**src/design/x86bmt_pkg.sv**
```systemverilog
// ============================================================================
// x86bmt_pkg
// Shared types and constants for the 8088/8086 bus memory, I/O and
// interrupt target.
// ============================================================================
package x86bmt_pkg;

    // Default address reach of the two stores
    localparam int MEM_ADDR_BITS_DEF = 20;
    localparam int IO_ADDR_BITS_DEF  = 16;

    // Configuration register index (paddr[2])
    localparam logic REG_CPU_MODE = 1'b0;

    // Request function codes
    localparam logic [2:0] FUNC_BUS         = 3'd0;
    localparam logic [2:0] FUNC_RAISE_TIMER = 3'd1;
    localparam logic [2:0] FUNC_RAISE_KBD   = 3'd2;
    localparam logic [2:0] FUNC_HOST_MEM    = 3'd3;
    localparam logic [2:0] FUNC_HOST_IO     = 3'd4;

    // Result status codes
    localparam logic [2:0] ST_MEM_RD = 3'd0;
    localparam logic [2:0] ST_MEM_WR = 3'd1;
    localparam logic [2:0] ST_IO_RD  = 3'd2;
    localparam logic [2:0] ST_IO_WR  = 3'd3;
    localparam logic [2:0] ST_VECTOR = 3'd4;
    localparam logic [2:0] ST_NONE   = 3'd5;
    localparam logic [2:0] ST_UNREC  = 3'd6;
    localparam logic [2:0] ST_HOST   = 3'd7;

    // Bus cycle codes {inta_n, io_m, dt_r}, 8088 decoding
    localparam logic [2:0] C88_MEM_RD = 3'd4;
    localparam logic [2:0] C88_MEM_WR = 3'd5;
    localparam logic [2:0] C88_IO_RD  = 3'd6;
    localparam logic [2:0] C88_IO_WR  = 3'd7;
    localparam logic [2:0] C88_ACK    = 3'd2;

    // Bus cycle codes, 8086 decoding (IO/M polarity inverted)
    localparam logic [2:0] C86_MEM_RD = 3'd6;
    localparam logic [2:0] C86_MEM_WR = 3'd7;
    localparam logic [2:0] C86_IO_RD  = 3'd4;
    localparam logic [2:0] C86_IO_WR  = 3'd5;
    localparam logic [2:0] C86_ACK    = 3'd0;

    // 8086 bank codes {bhe_n, A0}
    localparam logic [1:0] BANK_WORD = 2'd0;
    localparam logic [1:0] BANK_ODD  = 2'd1;
    localparam logic [1:0] BANK_EVEN = 2'd2;
    localparam logic [1:0] BANK_NONE = 2'd3;

    // Interrupt vectors
    localparam logic [7:0] VEC_TIMER = 8'h08;
    localparam logic [7:0] VEC_KBD   = 8'h09;

    typedef struct packed {
        logic [2:0]  func;
        logic [19:0] address;
        logic        io_m;
        logic        dt_r;
        logic        inta_n;
        logic        bhe_n;
        logic [15:0] write_data;
    } t_item;

    typedef struct packed {
        logic [15:0] read_data;
        logic        drive_low;
        logic        drive_high;
        logic        intr;
        logic [2:0]  status;
    } t_result;

    typedef enum logic [2:0] {
        OP_NONE,
        OP_MEM,
        OP_IO,
        OP_ACK,
        OP_RAISE_TIMER,
        OP_RAISE_KBD
    } t_kind;

    typedef enum logic [1:0] {
        LANE_LOW  = 2'd1,
        LANE_HIGH = 2'd2,
        LANE_WORD = 2'd3
    } t_lanes;

    typedef struct packed {
        t_kind      kind;
        logic       write;
        t_lanes     lanes;
        logic [2:0] status;
    } t_op;

    typedef enum logic [2:0] {
        S_IDLE,
        S_FIRST,
        S_SECOND,
        S_FINISH,
        S_OUT
    } t_state;

    // Controller -> datapath commands
    typedef struct packed {
        logic load;
        logic first;
        logic second;
        logic finish;
    } t_cmd;

    // Datapath -> controller status
    typedef struct packed {
        logic word;
    } t_dp_stat;

endpackage

```
**src/design/x86bmt_ctrl.sv**
```systemverilog
// ============================================================================
// x86bmt_ctrl
// Request sequencer: load, one or two store accesses, finish, result strobe.
// ============================================================================
module x86bmt_ctrl (
    input  logic                i_clk,
    input  logic                i_rst_n,
    input  logic                i_start,
    input  x86bmt_pkg::t_dp_stat i_stat,
    output x86bmt_pkg::t_cmd    o_cmd,
    output logic                o_busy,
    output logic                o_done
);
    import x86bmt_pkg::*;

    t_state r_state;
    t_state n_state;

    // State register
    always_ff @(posedge i_clk) begin
        if (!i_rst_n) begin
            r_state <= S_IDLE;
        end else begin
            r_state <= n_state;
        end
    end

    // Next state
    always_comb begin
        n_state = r_state;
        case (r_state)
            S_IDLE: begin
                if (i_start) n_state = S_FIRST;
            end
            S_FIRST: begin
                n_state = i_stat.word ? S_SECOND : S_FINISH;
            end
            S_SECOND: n_state = S_FINISH;
            S_FINISH: n_state = S_OUT;
            S_OUT:    n_state = S_IDLE;
            default:  n_state = S_IDLE;
        endcase
    end

    // Outputs
    always_comb begin
        o_cmd  = '0;
        o_busy = 1'b1;
        o_done = 1'b0;
        case (r_state)
            S_IDLE: begin
                o_busy     = 1'b0;
                o_cmd.load = i_start;
            end
            S_FIRST:  o_cmd.first  = 1'b1;
            S_SECOND: o_cmd.second = 1'b1;
            S_FINISH: o_cmd.finish = 1'b1;
            S_OUT:    o_done       = 1'b1;
            default:  o_busy       = 1'b1;
        endcase
    end

endmodule

```
**config.mk**
```make
export PLATFORM = sky130hd
export DESIGN_NAME = x86bmt_ctrl
export DESIGN_NICKNAME = d
export VERILOG_FILES = /design/src/design/x86bmt_pkg.sv /design/src/design/x86bmt_ctrl.sv
export SDC_FILE = /design/constraint.sdc
export NUM_CORES = 1
export LEC_CHECK = 0
export BUFFER_PORTS_ARGS = -buffer_cell sky130_fd_sc_hd__clkbuf_2
export CAP_MARGIN = 20
export CORE_AREA = 8 8 45 47
export CTS_CLUSTER_SIZE = 10
export DETAILED_ROUTE_END_ITERATION = 8
export DIE_AREA = 0 0 53 55
export PLACE_DENSITY = 0.42
export SLEW_MARGIN = 20
export SYNTH_ARGS = -nofsm -noshare
export SYNTH_HDL_FRONTEND = slang
export SYNTH_SLANG_ARGS = --single-unit
```
**constraint.sdc**
```tcl
create_clock -name i_clk -period 1.9 [get_ports i_clk]
set_input_delay 0.095 -clock i_clk [delete_from_list [all_inputs] [get_ports i_clk]]
set_output_delay 0.095 -clock i_clk [all_outputs]
set_load 0.03 [all_outputs]
```
==> impl_results.md, run 1 <==
- Status: finished, final reports clean
- Initial drt markers: 0
- Antenna fix cells: 0
- Largest regs: r_state (3)
- Sequential power share: between 20 and 30%
- IO Pins: 10
- WP data required: ~1.8 ns
- Cell internal pwr: ~0.00019 W
- Yosys reg bits: 3
- Syn Area/Cell: 9.48 um2
- Max-slew violation count: 0
- Max reg flops: 3
- # DRC: 0
- Maximum fanout along the worst path: 8
- Worst Path Arrival: 1.28 ns
- Final Hold Viols: 0
- Mapped Area: 180 um2
- GRT Overall Usage: 3.66%
- NetSw: 0.000108 W
- CP startpoint: r_state[0]
- Syn. warnings: 0
- Cell Chain, Critical Path: or3_4 > nor2_2 > clkbuf_2
- Syn_nets: 23
- Num Clock Sinks: 3
- Mux contribution to synthesized area: 0%
- Drt first pass iters: 1
- P_leak: between 0.1 and 0.15 nW
- Layout filler cell count: 161
- Most frequent cells in the layout: clkbuf_2 (9), nor3b_1 (4), clkbuf_4 (3), dfxtp_1 (3)
- Sequential fraction of the synthesis area: 33.3%
- Multi-input logic area: ~90 um2
- Post-DRT Antenna Nets: 0
- Met2 wire length: 139 um
- Routed wl met3: 75 um
- Period utilisation layout: 72.6%
- Main combinational cell family by area after synthesis: simple AND/OR/NAND/NOR gates
- Family with the most delay on the worst path: simple AND/OR/NAND/NOR gates
- Slew @ Worst Pin: 0.230 ns
- Max-Cap Viols: 0
- Pin count of the biggest net entering global routing: 9
- GP Congestion: roughly 0.63
- Commonest non-fill, non-tap cell in the layout: clkbuf_2
- Max layer used: met4
- CORE AREA: approximately 1400 um2
- Net Sw Frac: a little over a third
- Row count: 14
- Syn Inst Count: 19
- Die area: between 2000 and 3000 um2
- Finished Cell Area: 248 um2
- PostCTS Resize Cnt: 0
- Die Y: 55 um
- Complex-gate fraction of the synthesized area: 2.78%
- Via count: 162
- Gr ovfl total: 0
- Hold wc startpoint: i_rst_n
- Adder-cell share of the synthesized area: 0%
- DR vias/cell: ~3.6
- Cts bufs inserted: 3
- Synth unique cells: 14
- Clock power share: a little under two fifths
- Crit end category: output pin
- Hold_buf cts: 0
- # H-tree levels: 1
- Critical path startpoint category: flop
- Largest Register: r_state
- Post-synthesis xor/xnor area fraction: under 10%
- CTS Buffer Depth: 2
- Worst hold-check path type: in -> reg
- Detailed-route wire length per cell: 9.62 um
- Final setup vio count: 0
- Initial antenna violation count: 0
- Worst R2R Start: r_state[2]
- RSZ-0062 raised after global routing: false
- DRT met1 WL: 200 um
- Reg area: 60.1 um2
- First-pass GRT wire length: 717 um
- Root buffer cell: clkbuf_4
- CTS tree: built
- Pre-CTS WS: roughly 0.76 ns
- Setup TNS: 0 ns
- Slowest CP cell: or3_4
- Final min period: 1.38 ns
- Simple-gate share of the synthesized area: 43.8%
- Fin nets: 34
- Worst-path clk slew: 0.04 ns
- Die width: 53 um
- Total Wirelength: around 430 um
- Max Clock Freq: about 730 MHz
- Clock Latency Late Sink: roughly 0.23 ns
- Initial Util: 13.0%
- Final setup margin: between 0.5 and 0.6 ns
- Postcts setup bufs: 0
- Cell Area, Placed: 221 um2
- # port buffers: 9
- Layout cells sized above 1: 51.7%
- Power density cells: 1200 nW/um2
- Power share of the combinational group: 33.5%
- Slowest cell delay on critical path: 0.41 ns
- Buf/Inv on CP: 1
- Area Overhead vs Synth: 37.5%
- Skew final: 0.000665 ns
- Worst IR drop on VDD: 234 uV
- Vias in the first global route: ~160
- Worst Path Class, Setup: reg -> out
- Slew HR: between 80% and 90%
## power groups by stage
| stage | combinational, W | sequential [W] | clock, W |
|---|---|---|---|
| after global placement | 0.000102 | 0.0000880 | 0 |
| final | 0.0000997 | 0.0000874 | 0.000111 |
| after CTS | 0.000102 | 0.0000878 | 0.000118 |
| after detailed placement | 0.000101 | 0.0000888 | 0 |
| after floorplan | 0.0000983 | 0.0000757 | 0 |
| after global routing | 0.000109 | 0.0000912 | 0.000126 |
## stage by stage
step | power, W | hold WS [ns] | instances | util, %
final | 0.000298 | 0.0960 | 45 | 17.9
after global routing | 0.000326 | 0.0998 | 45 | 17.9
after CTS | 0.000308 | 0.0915 | 45 | 17.9
after detailed placement | 0.000190 | 0.337 | 41 | 16.0
after global placement | 0.000190 | 0.335 | 41 | 16.0
after floorplan | 0.000174 | 0.217 | 19 | -
## path summary, 6_finish.rpt
check | endpoint | cells past startpoint | slack [ns]
worst max-delay path | o_cmd[3] | 3 | 0.52
worst min-delay path | r_state[2] | 2 | 0.1
worst max register to register | r_state[2] | 2 | 0.98
worst min register to register | r_state[1] | 1 | 0.55
## per-layer routing
| layer | vias up | GRT usage (%) |
|---|---|---|
| li1 | 82 | - |
| met1 | 66 | 4.55 |
| met2 | 12 | 2.93 |
| met3 | 2 | 2.67 |
| met4 | 0 | 5.17 |
| met5 | - | 0 |
## final cells by class
type,count,share of cell area [%]
well taps,16,8.08
repair buffers,9,18.2
clock buffers,4,10.6
inverters,1,1.52
multi-input cells,12,37.4
flip-flops and latches,3,24.2
## kinds of logic (layout without fill, tap and decap cells)
| logic type | Yosys count | count (layout) |
|---|---|---|
| compound gates | 1 | 1 |
| xor+xnor | 1 | 1 |
| buf+inv | 4 | 14 |
| flops | 3 | 3 |
| simple gates | 10 | 10 |
## Yosys cell counts, drive strengths merged
master	instances	share of area (%)
o21ai	1	2.8
and2	1	3.5
inv	1	2.1
nor2	1	3.5
nor4bb	1	5.6
dfxtp	3	33
xnor2	1	4.9
nor3b	4	17
and3b	1	5.6
buf	2	10
or3	1	6.2
clkbuf	1	2.8
nor3	1	2.8
## worst reg2reg max path: stages, from the launching register on
cell	delay [ns]
dfxtp_1	0.42
and3b_2	0.24
and2_1	0.15
No activity file was read; power rests on OpenSTA's default activity.
==> inputs of run 2 (changes only) <==
Clock period 1.9 ns to 1.4 ns, I/O delays scaled along.
==> run 2 against run 1 <==
Critical path depth did not move; design area rose by 1.5%; worst setup slack got worse by 0.43 ns; combinational power rose by 37%; non-clock buffer count did not move; critical endpoint unchanged; highest routed layer is now met3.
==> impl_results.md, run 2 (same netlist as run 1, synthesis figures left out) <==
- Status: finished, final reports clean
- Die Y: 55 um (unchanged)
- First-pass GRT wire length: 676 um (-5.7%)
- Via count: 163 (+0.62%)
- DR vias/cell: 3.62 (+0.62%)
- # port buffers: 9 (unchanged)
- Initial drt markers: 3 (+3)
- Final min period: 1.30 ns
- Reg2Reg Setup Slack: 0.49 ns (-0.49 ns)
- Initial Util: 13.0% (unchanged)
- Fin nets: 34 (unchanged)
- Worst IR drop on VDD: 226 uV (-3.5%)
- Power density cells: 1630 nW/um2 (+35%)
- Drt first pass iters: 3 (+2)
- IO Pins: 10 (unchanged)
- Worst-path clk slew: 0.04 ns (about the same)
- Slowest CP cell: or3_4
- CTS tree: built
- GP Congestion: 0.636 (+0.22%)
- Skew final: 0.00230 ns (+0.00164 ns)
- Hold slack: 0.0642 ns (-0.0318 ns)
- Gr ovfl total: 0 (unchanged)
- Die area: 2920 um2 (unchanged)
- Setup TNS: 0 ns (unchanged)
- Critical path startpoint category: flop
- Cts bufs inserted: 3 (unchanged)
- Max-Cap Viols: 0 (unchanged)
- Slew HR: 83.0% (-1.4 points)
- Final Hold Viols: 0 (unchanged)
- Pin count of the biggest net entering global routing: 9 (unchanged)
- CORE AREA: 1380 um2 (unchanged)
- Area Overhead vs Synth: 39.6%
- Layout cells sized above 1: 55.2% (+3.4 points)
- Crit end category: output pin
- Util after Layout: 18.2% (+0.27 points)
- Length in cells of the worst reg-to-reg path: 2 (unchanged)
- Antenna fix cells: 0 (unchanged)
- Slew @ Worst Pin: 0.254 ns (+0.0237 ns)
- Clock Latency Late Sink: 0.23 ns (about the same)
- Hold wc startpoint: i_rst_n
- Num Clock Sinks: 3 (unchanged)
- Total Power: 0.000409 W (+37%)
- Max Clock Freq: 766 MHz
- Max-slew violation count: 0 (unchanged)
- Worst Hold Path Cells: 2 (unchanged)
- WHS Endpoint: r_state[2]
- Worst R2R Start: r_state[2]
- CP startpoint: r_state[0]
- Total Wirelength: 422 um (-2.5%)
- Layout filler cell count: 162 (+0.62%)
- Vias in the first global route: 168 (+6.3%)
- Die width: 53 um (unchanged)
- Max reg flops: 3 (unchanged)
- Maximum fanout along the worst path: 8 (unchanged)
- WP data required: 1.33 ns (-0.47 ns)
- Largest regs: r_state (3)
- Worst hold-check path type: in -> reg
- CTS Buffer Depth: 2 (unchanged)
- GRT Overall Usage: 3.33% (-0.33 points)
- Row count: 14 (unchanged)
- Largest Register: r_state
- Final setup vio count: 0 (unchanged)
- Period utilisation layout: 93.2%
- Root buffer cell: clkbuf_4
- Worst Path Arrival: 1.23 ns (-0.05 ns)
- # DRC: 0 (unchanged)
- Most frequent cells in the layout: clkbuf_2 (8), nor3b_1 (4), clkbuf_4 (4)
- Detailed-route wire length per cell: 9.38 um (-2.5%)
- Initial antenna violation count: 0 (unchanged)
- # H-tree levels: 1 (unchanged)
- Slowest cell delay on critical path: 0.39 ns (-0.02 ns)
- Commonest non-fill, non-tap cell in the layout: clkbuf_2
- RSZ-0062 raised after global routing: false
- FF-to-FF End: r_state[2]
- Post-DRT Antenna Nets: 0 (unchanged)
- Worst Path Class, Setup: reg -> out
- Cell Chain, Critical Path: or3_4 > nor2_2 > clkbuf_4
- P_leak: 0.114 nW (+0.51%)
## run 2: cell count changes in the layout (fill, tap and decap cells not counted)
cell / delta
clkbuf_4: +1
clkbuf_2: -1
dfxtp_2: +1
dfxtp_1: -1
## run 2: where the power goes
group / internal [W] / leakage (nW) / switching, W
combinational: 0.0000553 / 0.0742 / 0.0000816
sequential: 0.0000986 / 0.0249 / 0.0000222
clock: 0.000107 / 0.0150 / 0.0000445
total: 0.000261 / 0.114 / 0.000148
## run 2: layer usage
layer	global-route usage, %	vias up	share of wire, %
li1	-	83	-
met1	3.79	72	44
met2	3.52	8	40
met3	2.41	0	17
met4	3.88	0	0
met5	0	-	0
## run 2: through the flow
| step | std cells | setup slack, ns | cell area [um2] |
|---|---|---|---|
| floorplan | 19 | 0.130 | 180 |
| global placement | 41 | 0.285 | 221 |
| detailed placement | 41 | 0.279 | 221 |
| CTS | 45 | 0.0226 | 248 |
| global route | 45 | 0.0166 | 251 |
| finish | 45 | 0.0950 | 251 |
## run 2: layout make-up
cell class / count / area (um2) / share of cell area (%)
flip-flops and latches: 3 / 61.3 / 24.4
clock buffers: 4 / 26.3 / 10.4
multi-input cells: 12 / 92.6 / 36.8
repair buffers: 9 / 47.5 / 18.9
inverters: 1 / 3.75 / 1.49
well taps: 16 / 20.0 / 7.96
## run 2: timing repair
item	in CTS	in global routing
hold endpoints to repair	0	0
hold buffers	0	0
setup buffers	0	0
setup endpoints to repair	0	1
gates resized for setup	0	3
## run 2: how the worst max path moves through the flow
stage	slack, ns	endpoint	cells past startpoint
2_1_floorplan	0.13	o_cmd[1]	2
3_3_place_gp	0.29	o_cmd[3]	3
3_5_place_dp	0.28	o_cmd[3]	3
4_1_cts	0.02	o_cmd[3]	3
5_1_grt	0.02	o_cmd[3]	3
6_report	0.1	o_cmd[3]	3
## run 2: worst max-delay path: cells and delay by family (launching register included)
kind,cells,cell delay (ns)
buffers and inverters,1,0.18
flip-flops,1,0.35
AND/OR/NAND/NOR,2,0.47
==> inputs of run 3 (changes only) <==
Settings changed: PLACE_DENSITY 0.42 to 0.33.
==> run 3 against run 2 <==
Worst setup slack worse by 0.016 ns; design area stayed put; register-to-register slack hardly changed; largest cell class unchanged; non-clock buffer count stayed put; combinational power hardly changed; power is 0.95% higher; sequential cell count stayed put; via count is 4.3% higher; core utilization stayed put; global-route usage is 0.60 points higher.
==> impl_results.md, run 3 (same netlist as run 1, synthesis figures left out) <==
- NetSw: 0.000152 W (+2.5%)
- Postcts setup bufs: 0 (unchanged)
- # H-tree levels: 1 (unchanged)
- P_leak: 0.114 nW (unchanged)
- Row count: 14 (unchanged)
- Most frequent cells in the layout: clkbuf_2 (8), nor3b_1 (4), clkbuf_4 (4)
- Total Wirelength: 453 um (+7.3%)
- Max Clock Freq: 757 MHz (-1.2%)
- Worst Path Class, Setup: reg -> out
- CORE AREA: 1380 um2 (unchanged)
- Slew HR: 83.8% (+0.73 points)
- Critical path startpoint category: flop
- Cell Area, Placed: 221 um2 (unchanged)
- Worst IR drop on VDD: 318 uV (+41%)
- Status: finished, final reports clean
- Root buffer cell: clkbuf_4
- Initial drt markers: 1 (-2)
- Power share of the combinational group: 33.2% (-0.3 points)
- Die area: 2920 um2 (unchanged)
- Fin nets: 34 (unchanged)
- Die width: 53 um (unchanged)
- Commonest non-fill, non-tap cell in the layout: clkbuf_2
- Largest Register: r_state
- # DRC: 0 (unchanged)
- WP data required: 1.33 ns (about the same)
- Gr ovfl total: 0 (unchanged)
- Pre-CTS WS: 0.265 ns (-0.0138 ns)
- Power density cells: 1640 nW/um2 (+0.95%)
- Die Y: 55 um (unchanged)
- Vias in the first global route: 181 (+7.7%)
- Clock power share: 37.5% (+0.5 points)
- Antenna fix cells: 0 (unchanged)
- Detailed-route wire length per cell: 10.1 um (+7.3%)
- GP Congestion: 0.609 (-4.1%)
- Pin count of the biggest net entering global routing: 9 (unchanged)
- Period utilisation layout: 94.3% (+1.1 points)
- Final min period: 1.32 ns (+0.0158 ns)
- WHS Endpoint: r_state[2]
- Reg2Reg Setup Slack: 0.48 ns (about the same)
- Area Overhead vs Synth: 39.6% (unchanged)
- # port buffers: 9 (unchanged)
- CTS Buffer Depth: 2 (unchanged)
- Cts bufs inserted: 3 (unchanged)
- Cell internal pwr: 0.000261 W (about the same)
- Setup TNS: 0 ns (unchanged)
- Initial Util: 13.0% (unchanged)
- FF-to-FF End: r_state[2]
- Final Hold Viols: 0 (unchanged)
- Sequential power share: 29.3% (-0.3 points)
- Maximum fanout along the worst path: 7 (-1)
- Via count: 170 (+4.3%)
- First-pass GRT wire length: 724 um (+7.1%)
- Net Sw Frac: 36.8% (+0.55 points)
- RSZ-0062 raised after global routing: false
- Final setup margin: 0.0792 ns (-0.0158 ns)
- GRT Overall Usage: 3.93% (+0.60 points)
- CTS tree: built
- Worst-path clk slew: 0.04 ns (about the same)
- Max reg flops: 3 (unchanged)
- Slew @ Worst Pin: 0.243 ns (-0.0110 ns)
- Max-slew violation count: 0 (unchanged)
- Crit end category: output pin
- Worst Path Arrival: 1.25 ns (+0.02 ns)
- Num Clock Sinks: 3 (unchanged)
- IO Pins: 10 (unchanged)
- Largest regs: r_state (3)
- Max-Cap Viols: 0 (unchanged)
- Final setup vio count: 0 (unchanged)
- Initial antenna violation count: 0 (unchanged)
- Worst R2R Start: r_state[2]
- Worst hold-check path type: in -> reg
- Finished Cell Area: 251 um2 (unchanged)
- DR vias/cell: 3.78 (+4.3%)
- Length in cells of the worst reg-to-reg path: 2 (unchanged)
- Worst Hold Path Cells: 2 (unchanged)
- Layout cells sized above 1: 55.2% (unchanged)
- Skew final: 0.000273 ns (-0.00203 ns)
- Drt first pass iters: 3 (unchanged)
- Hold wc startpoint: i_rst_n
- Post-DRT Antenna Nets: 0 (unchanged)
- Clock Latency Late Sink: 0.24 ns (about the same)
-- run 3: cell counts in the layout (fill, tap and decap cells not counted) --
Identical to the previous run, type by type.
-- run 3: worst max-delay path by stage --
stage          slack [ns]        to  startpoint
2_1_floorplan        0.13  o_cmd[1]  r_state[1]
3_3_place_gp         0.28  o_cmd[3]  r_state[0]
3_5_place_dp         0.27  o_cmd[3]  r_state[0]
4_1_cts             0.007  o_cmd[3]  r_state[0]
5_1_grt              0.02  o_cmd[3]  r_state[2]
6_report             0.08  o_cmd[3]  r_state[2]
-- run 3: area by class of cell --
class | instances | area [um2]
tap | 16 | 20.0
timing repair buffer | 9 | 47.5
inverter | 1 | 3.75
fill | 159 | 1130
multi-input combinational | 12 | 92.6
sequential | 3 | 61.3
clock buffer | 4 | 26.3
-- run 3: per-stage QoR --
step / utilization [%] / hold WS, ns / cells / power [W]
3_3_place_gp: 16.0 / 0.303 / 41 / 0.000257
4_1_cts: 17.9 / 0.0579 / 45 / 0.000419
2_1_floorplan: - / 0.192 / 19 / 0.000236
5_1_grt: 18.2 / 0.0760 / 45 / 0.000441
3_5_place_dp: 16.0 / 0.306 / 41 / 0.000258
6_report: 18.2 / 0.0623 / 45 / 0.000413
-- run 3: worst max-delay path, stage by stage, from the launching register on --
cell and delay (ns):
dfxtp_1 0.36, or3_4 0.39, nor2_2 0.08, clkbuf_4 0.19
-- run 3: layer usage --
metal | part of all wire (%) | track usage, % | vias up
li1 | - | - | 84
met1 | 41 | 3.34 | 75
met2 | 45 | 4.69 | 7
met3 | 6.8 | 2.14 | 4
met4 | 7.5 | 7.76 | 0
met5 | 0 | 0 | -
-- run 3: what timing repair did --
action,CTS,global route
hold endpoints to repair,0,0
gates resized for setup,0,3
endpoints found under the setup margin,0,1
hold buffers,0,0
-- run 3: power groups by stage --
stage / clock network [W] / registers, W / logic, W
after floorplan: 0 / 0.000103 / 0.000133
final: 0.000155 / 0.000121 / 0.000137
after global routing: 0.000168 / 0.000125 / 0.000147
after global placement: 0 / 0.000121 / 0.000136
after CTS: 0.000162 / 0.000121 / 0.000137
after detailed placement: 0 / 0.000122 / 0.000136
